<file path="src/sv/sh9_pkg.sv">
// shared types, constants and helper functions for the sh9 projection block
package sh9_pkg;

    // signed q30 value for trig, direction and basis terms
    typedef logic signed [32:0] q_t;
    // wider signed q30 for the cordic datapath
    typedef logic signed [33:0] cq_t;

    // one projected texel: nine weights, radiance, end-of-image mark
    typedef struct packed {
        logic [8:0][47:0] wt;
        logic [2:0][31:0] rad;
        logic             last;
    } work_t;

    typedef struct packed {
        logic full;
        logic empty;
    } fifo_stat_t;

    localparam logic [1:0] CFG_WIDTH  = 2'd0;
    localparam logic [1:0] CFG_HEIGHT = 2'd1;

    localparam logic [31:0] PI_Q30     = 32'd3373259426;
    localparam cq_t         PI_C       = 34'sd3373259426;
    localparam cq_t         HALF_PI_C  = 34'sd1686629713;
    localparam cq_t         ONE_C      = 34'sd1073741824;
    localparam cq_t         GAIN_C     = 34'sd652032874;
    localparam q_t          ONE_Q      = 33'sd1073741824;
    // 2*pi^2 in q40
    localparam logic [44:0] BASE_NUM   = 45'd21703489598464;
    localparam int          CORDIC_STEPS = 16;

    localparam q_t C_L0  = 33'sd302897200;
    localparam q_t C_L1  = 33'sd524633476;
    localparam q_t C_L2A = 33'sd1173114482;
    localparam q_t C_L2B = 33'sd338649581;
    localparam q_t C_L2C = 33'sd586557241;

    function automatic cq_t atan_q30(input logic [3:0] i);
        cq_t r;
        case (i)
            4'd0:    r = 34'sd843314856;
            4'd1:    r = 34'sd497837829;
            4'd2:    r = 34'sd263043836;
            4'd3:    r = 34'sd133525158;
            4'd4:    r = 34'sd67021686;
            4'd5:    r = 34'sd33543515;
            4'd6:    r = 34'sd16775850;
            4'd7:    r = 34'sd8388437;
            4'd8:    r = 34'sd4194282;
            4'd9:    r = 34'sd2097149;
            4'd10:   r = 34'sd1048575;
            4'd11:   r = 34'sd524287;
            4'd12:   r = 34'sd262143;
            4'd13:   r = 34'sd131071;
            4'd14:   r = 34'sd65535;
            4'd15:   r = 34'sd32767;
            default: r = '0;
        endcase
        return r;
    endfunction

    function automatic logic [31:0] mag_q(input q_t v);
        q_t n;
        n = -v;
        return v[32] ? n[31:0] : v[31:0];
    endfunction

    function automatic q_t clamp_one(input cq_t v);
        q_t r;
        if (v > ONE_C)
            r = ONE_Q;
        else if (v < -ONE_C)
            r = -ONE_Q;
        else
            r = q_t'(v);
        return r;
    endfunction

endpackage

</file>
<file path="src/sv/sh9_fifo.sv">
// two-entry queue between the front and the back
module sh9_fifo #(
    parameter int WIDTH = 8
) (
    input  logic                clk,
    input  logic                rst_n,
    input  logic                push,
    input  logic [WIDTH-1:0]    wdata,
    input  logic                pop,
    output logic [WIDTH-1:0]    rdata,
    output sh9_pkg::fifo_stat_t stat
);
    import sh9_pkg::*;

    logic [WIDTH-1:0] mem_reg [2];
    logic             wr_ptr_reg;
    logic             rd_ptr_reg;
    logic [1:0]       cnt_reg;

    always_ff @(posedge clk or negedge rst_n)
    begin
        if (!rst_n)
        begin
            wr_ptr_reg <= 1'b0;
            rd_ptr_reg <= 1'b0;
            cnt_reg    <= '0;
        end
        else
        begin
            if (push)
                wr_ptr_reg <= ~wr_ptr_reg;
            if (pop)
                rd_ptr_reg <= ~rd_ptr_reg;
            if (push && !pop)
                cnt_reg <= cnt_reg + 2'd1;
            else if (pop && !push)
                cnt_reg <= cnt_reg - 2'd1;
        end
    end

    always_ff @(posedge clk)
    begin
        if (push)
            mem_reg[wr_ptr_reg] <= wdata;
    end

    assign rdata      = mem_reg[rd_ptr_reg];
    assign stat.full  = (cnt_reg == 2'd2);
    assign stat.empty = (cnt_reg == 2'd0);
endmodule

</file>
<file path="config.mk">
export PLATFORM = sky130hd
export DESIGN_NAME = sh9_fifo
export DESIGN_NICKNAME = d
export VERILOG_FILES = /design/src/sv/sh9_pkg.sv /design/src/sv/sh9_fifo.sv
export SDC_FILE = /design/constraint.sdc
export NUM_CORES = 1
export LEC_CHECK = 0
export BUFFER_PORTS_ARGS = -buffer_cell sky130_fd_sc_hd__buf_2
export CAP_MARGIN = 5
export CORE_ASPECT_RATIO = 1.1
export CORE_MARGIN = 10
export CORE_UTILIZATION = 47
export CTS_BUF_LIST = sky130_fd_sc_hd__clkbuf_4
export DETAILED_ROUTE_END_ITERATION = 8
export GPL_TIMING_DRIVEN = 0
export PLACE_DENSITY = 0.74
export SKIP_CTS_REPAIR_TIMING = 1
export SLEW_MARGIN = 0
export SYNTH_ARGS = -nofsm -noshare
export SYNTH_HDL_FRONTEND = slang
export SYNTH_SLANG_ARGS = --single-unit
</file>
<file path="constraint.sdc">
create_clock -name clk -period 1.25 [get_ports clk]
set_clock_uncertainty 0.15 [all_clocks]
set_input_delay 0.125 -clock clk [delete_from_list [all_inputs] [get_ports clk]]
set_output_delay 0.125 -clock clk [all_outputs]
set_load 0.01 [all_outputs]
</file>
# After elaboration in Yosys (flattened, before gate mapping)
# Memory sizes are Yosys's and may differ from the RTL's.
# Index checks and enable logic that the tools add are counted.
[totals]
register_bits = 4
rom_bits = 0
ram_bits = 16
latch_bits = 0
n_memories = 1
[memory_table]
columns = ["memory", "words", "word_bits", "rd", "rd_ports_with_merged_regs", "write_ports", "line", "source"]
rows = [
  ["mem_reg", 2, 8, 1, 0, 1, "sh9_fifo.sv:15", "logic [WIDTH-1:0] mem_reg [2];"],
]
[classes]
n_eq_ne = 1
n_mux = 4
magnitude_cmp = 0
mul = 0
shifts = 0
bitwise_logic = 2
n_reduce_logical = 6
n_div = 0
n_addsub = 2
[ops]
columns = ["operator", "count"]
rows = [
  ["2-bit two-way mux", 2],
  ["2-bit by 1-bit adder with 2-bit output, second input constant", 1],
  ["2-bit equality test, second input constant", 1],
  ["1-bit logical AND", 2],
  ["1-bit logical NOT", 2],
  ["2-bit logical NOT", 1],
  ["1-bit two-way mux", 2],
  ["1-bit inverter", 2],
  ["2-bit nonzero test", 1],
  ["2-bit by 1-bit subtractor with 2-bit output, second input constant", 1],
]

# Depth between registers and ports, before layout
[depth]
depth_word = 4
ltp_mapped = 5

# Worst setup path before layout
# No wires, ideal clock.
[synth_path]
path_kind = "reg-to-reg"
startpoint = "reg wr_ptr_reg"
endpoint = "mem mem_reg[0][0], enable pin"
path_buffers = 0
stages_incl_launch_ff = 2
arrival_ns = 0.788
period_less_slack_ns = 1.311
required_time_ns = 0.727
setup_time_ns = 0.373
slack_ns = -0.061
cell_sequence = "dfrtp_1 nor2b_1"
[synth_lines]
columns = ["item", "line", "source"]
rows = [
  ["start, declared", "sh9_fifo.sv:16", "logic wr_ptr_reg;"],
  ["start signal, assigned", "sh9_fifo.sv:31", "wr_ptr_reg <= ~wr_ptr_reg;"],
  ["end, declared", "sh9_fifo.sv:15", ""],
]
# No word-level cell before the write port.

# Worst setup path in the final report
[layout_path]
startpoint = "reg rd_ptr_reg"
endpoint = "out rdata[1]"
[layout_between]
elab_chain_cells = 1
[layout_rtl]
columns = ["item", "line", "source"]
rows = [
  ["start, declared", "sh9_fifo.sv:17", "logic rd_ptr_reg;"],
  ["start signal, assigned", "sh9_fifo.sv:33", "rd_ptr_reg <= ~rd_ptr_reg;"],
  ["memory read 2 x 8 bit", "n/a", ""],
  ["end, declared", "sh9_fifo.sv:10", "output logic [WIDTH-1:0] rdata,"],
]
# Every way passes these cells.

==> impl_metrics.yaml <==
setup_path:
  crit_path_start_kind: "flop"
  path_cells: "buf_6, mux2_4, buf_6"
  cp_slowest_stage_delay_ps: 420
  crit_path_frequent_cell: "buf_6"
  worst_setup_path_end_kind: "output port"
  rrSetupSlack_ps: 70
  cp_max_fo: 5
  cp.arrival_ps: 1280
  crit_family: "flip-flops"
  crit_start: "rd_ptr_reg"
  worstSetupPathType: "reg2out"
  crit_slowest_cell: "dfrtp_1"
  r2r_start: "wr_ptr_reg"
  required_ps: 980
  worst-path-stages: 3
  r2r_cells: 1
  worst_r2r_endpoint: "mem_reg[1][5]"
  critPathBufInv: 2
  critPathCapture: "rdata[1]"
drt:
  viasPerCell: 4.784
  ant_nets: 0
  vias: 464
  drt_iter0_markers: 9
  first_pass_iters: 4
  drcViolationCount: 0
  routedWlPerCell_um: 14.96
  routed_wl_um: 1451
power_and_ir_drop:
  p_leak_nw: 0.5007
  seqPwrFrac_pct: 43.8
  powerDensity_nw_per_um2: 1991
  ir_worst_vdd_v: 0.001240
  p_sw_share_pct: 29.05
  clock_power_share_pct: 12.8
  pwr-share-comb_pct: 43.4
  net-switching-power_w: 0.0006696
  p_int_w: 0.001635
timing:
  tightest_slew_ps: 263.2
  holdWs_ps: -9.463
  final.min_clock_period_ps: 1553
  rsz0062_at_grt: "true"
  relSlewSlack_pct: 82.42
  maxSlewViolCount: 0
  worst_slack_ps: -303.5
  max_freq_mhz: 643.7
  finalHoldViolCount: 3
  setup_viol: 9
  finalCritPeriodShare_pct: 124.3
floorplan:
  io-pin-count: 22
  start_util_pct: 49.48
  die_h_um: 62.47
  fp.dieW_um: 58.61
  core_area_um2: 1558
  design.die.area_um2: 3661
  num_rows: 15
layout:
  ff_latch_area_um2: 580.6
  final_nets: 94
  drive_gt1_share_pct: 47.50
  final_cell_area_um2: 1157
  final_core_util_pct: 74.30
  syn_to_final_growth_pct: 50.16
  instances_no_fill: 97
  fillers: 97
  antenna_cells: 0
  multi_input_area_um2: 214.0
  largest_reg_flops: 16
synthesis:
  synth-seq-cells: 20
  synth.avg_cell_area_um2: 18.80
  syn_area_um2: 770.7
  synthesis.instances: 41
  synth_mux_area_share_pct: 11.69
  synth_top_family_by_area: "multiplexers"
  yosys.area_share.xor_xnor_pct: 5.682
  synthAdderAreaFrac_pct: 1.623
  synth-compound-area-share_pct: 0
  synthDistinctLibCells: 12
  yosys.area_share.simple_pct: 3.734
  yosysSeqAreaShare_pct: 75.32
  yosysWarnings: 0
  syn_nets: 54
grt:
  grt_max_degree: 12
  busiest_layer: "met2"
  met3_usage_pct: 4.268
  grt_overflow: 0
  grtUsageMet1_pct: 7.627
  grt_use_met2_pct: 10.24
  grt_pass1_wl_um: 2007
  grt_pass1_vias: 472
  grt_use_total_pct: 6.973
  antenna_found_initial: 0
placed_design:
  io_buffer_count: 21
  dp_hpwl_um: 942.6
  pre_cts_ws_ps: -43.16
  place_congestion: 0.6460
  dpl.cell_count: 79
  dpl_cell_area_um2: 899.6
cts:
  cts_num_sinks: 20
  htree_levels: 1
  cts-root-buf: "clkbuf_4"
  clk_pin_slew_worst_paths_ps: 100
  cts_buffers: 3
  clk_path_buf_depth: 2
  clock_latency_ps: 290
  cts_tree: "yes"
run_status:
  outcome: "finished with violations"
  violations: "negative hold slack, negative setup slack"
min_path:
  worstHoldPathType: "in2async"
job:
  maxCapViolCount: 0
[metrics by stage]
stage | total power, W | setup TNS [ps]
after floorplan | 0.001420 | 0
after global placement | 0.001642 | -297.3
final | 0.002305 | -2492
after detailed placement | 0.001658 | -344.4
after global routing | 0.002449 | -3040
after CTS | 0.001946 | -3221
[cell usage in the layout (no fill, tap or decap)]
cell           count
edfxtp_1          16
dlygate4sd3_1     12
buf_2             12
buf_6             11
mux2_4             8
xor2_1             4
dfrtp_1            4
clkbuf_4           3
nor2_1             2
inv_1              1
and2b_2            1
and2_2             1
nor2b_4            1
xnor2_1            1
ha_1               1
clkinv_1           1
buf_4              1
[area by class of cell]
class,instances,share of cell area (%)
sequential,20,50.16
timing repair buffer,35,25.95
multi-input combinational,19,18.49
clock buffer,3,1.946
tap,17,1.838
buffer,1,0.9730
clock inverter,1,0.3243
inverter,1,0.3243
[power groups by stage]
stage / registers [W] / clock network, W / logic (W)
finish: 0.00101 / 0.000295 / 0.000999
floorplan: 0.000981 / 0 / 0.000439
detailed placement: 0.00100 / 0 / 0.000657
global route: 0.00103 / 0.000345 / 0.00108
global placement: 0.000990 / 0 / 0.000652
CTS: 0.000987 / 0.000299 / 0.000660
[per-layer routing]
| metal | share of wire (%) | routed length, um |
|---|---|---|
| met4 | 0.55 | 8 |
| met2 | 49 | 715 |
| met1 | 43 | 622 |
| met5 | 0 | 0 |
| met3 | 7.2 | 105 |
[cell families (layout without fill, tap and decap cells)]
group,count (synthesis),count (layout)
DFF,20,20
muxes,8,8
xor gates and xnor gates,5,5
and+or+nand+nor,5,5
buffers and inverters,2,41
adders and majority gates,1,1
[synthesized netlist by cell type]
master	n	area [um2]
and2_1	1	6.260
and2b_2	1	8.760
buf_6	1	11.26
dfrtp_1	4	100.1
edfxtp_1	16	480.5
ha_1	1	12.51
inv_1	1	3.750
mux2_2	8	90.09
nor2_1	2	7.510
nor2b_1	1	6.260
xnor2_1	1	8.760
xor2_1	4	35.03
[worst min path at each step]
stage / slack, ps / from / to
final: -9 / rst_n / cnt_reg[0]
after global routing: -3 / rst_n / cnt_reg[1]
after CTS: -540 / rst_n / wr_ptr_reg
after detailed placement: -210 / rst_n / wr_ptr_reg
after global placement: -210 / rst_n / wr_ptr_reg
after floorplan: -320 / rst_n / cnt_reg[0]
No activity file was read; power rests on OpenSTA's default activity.
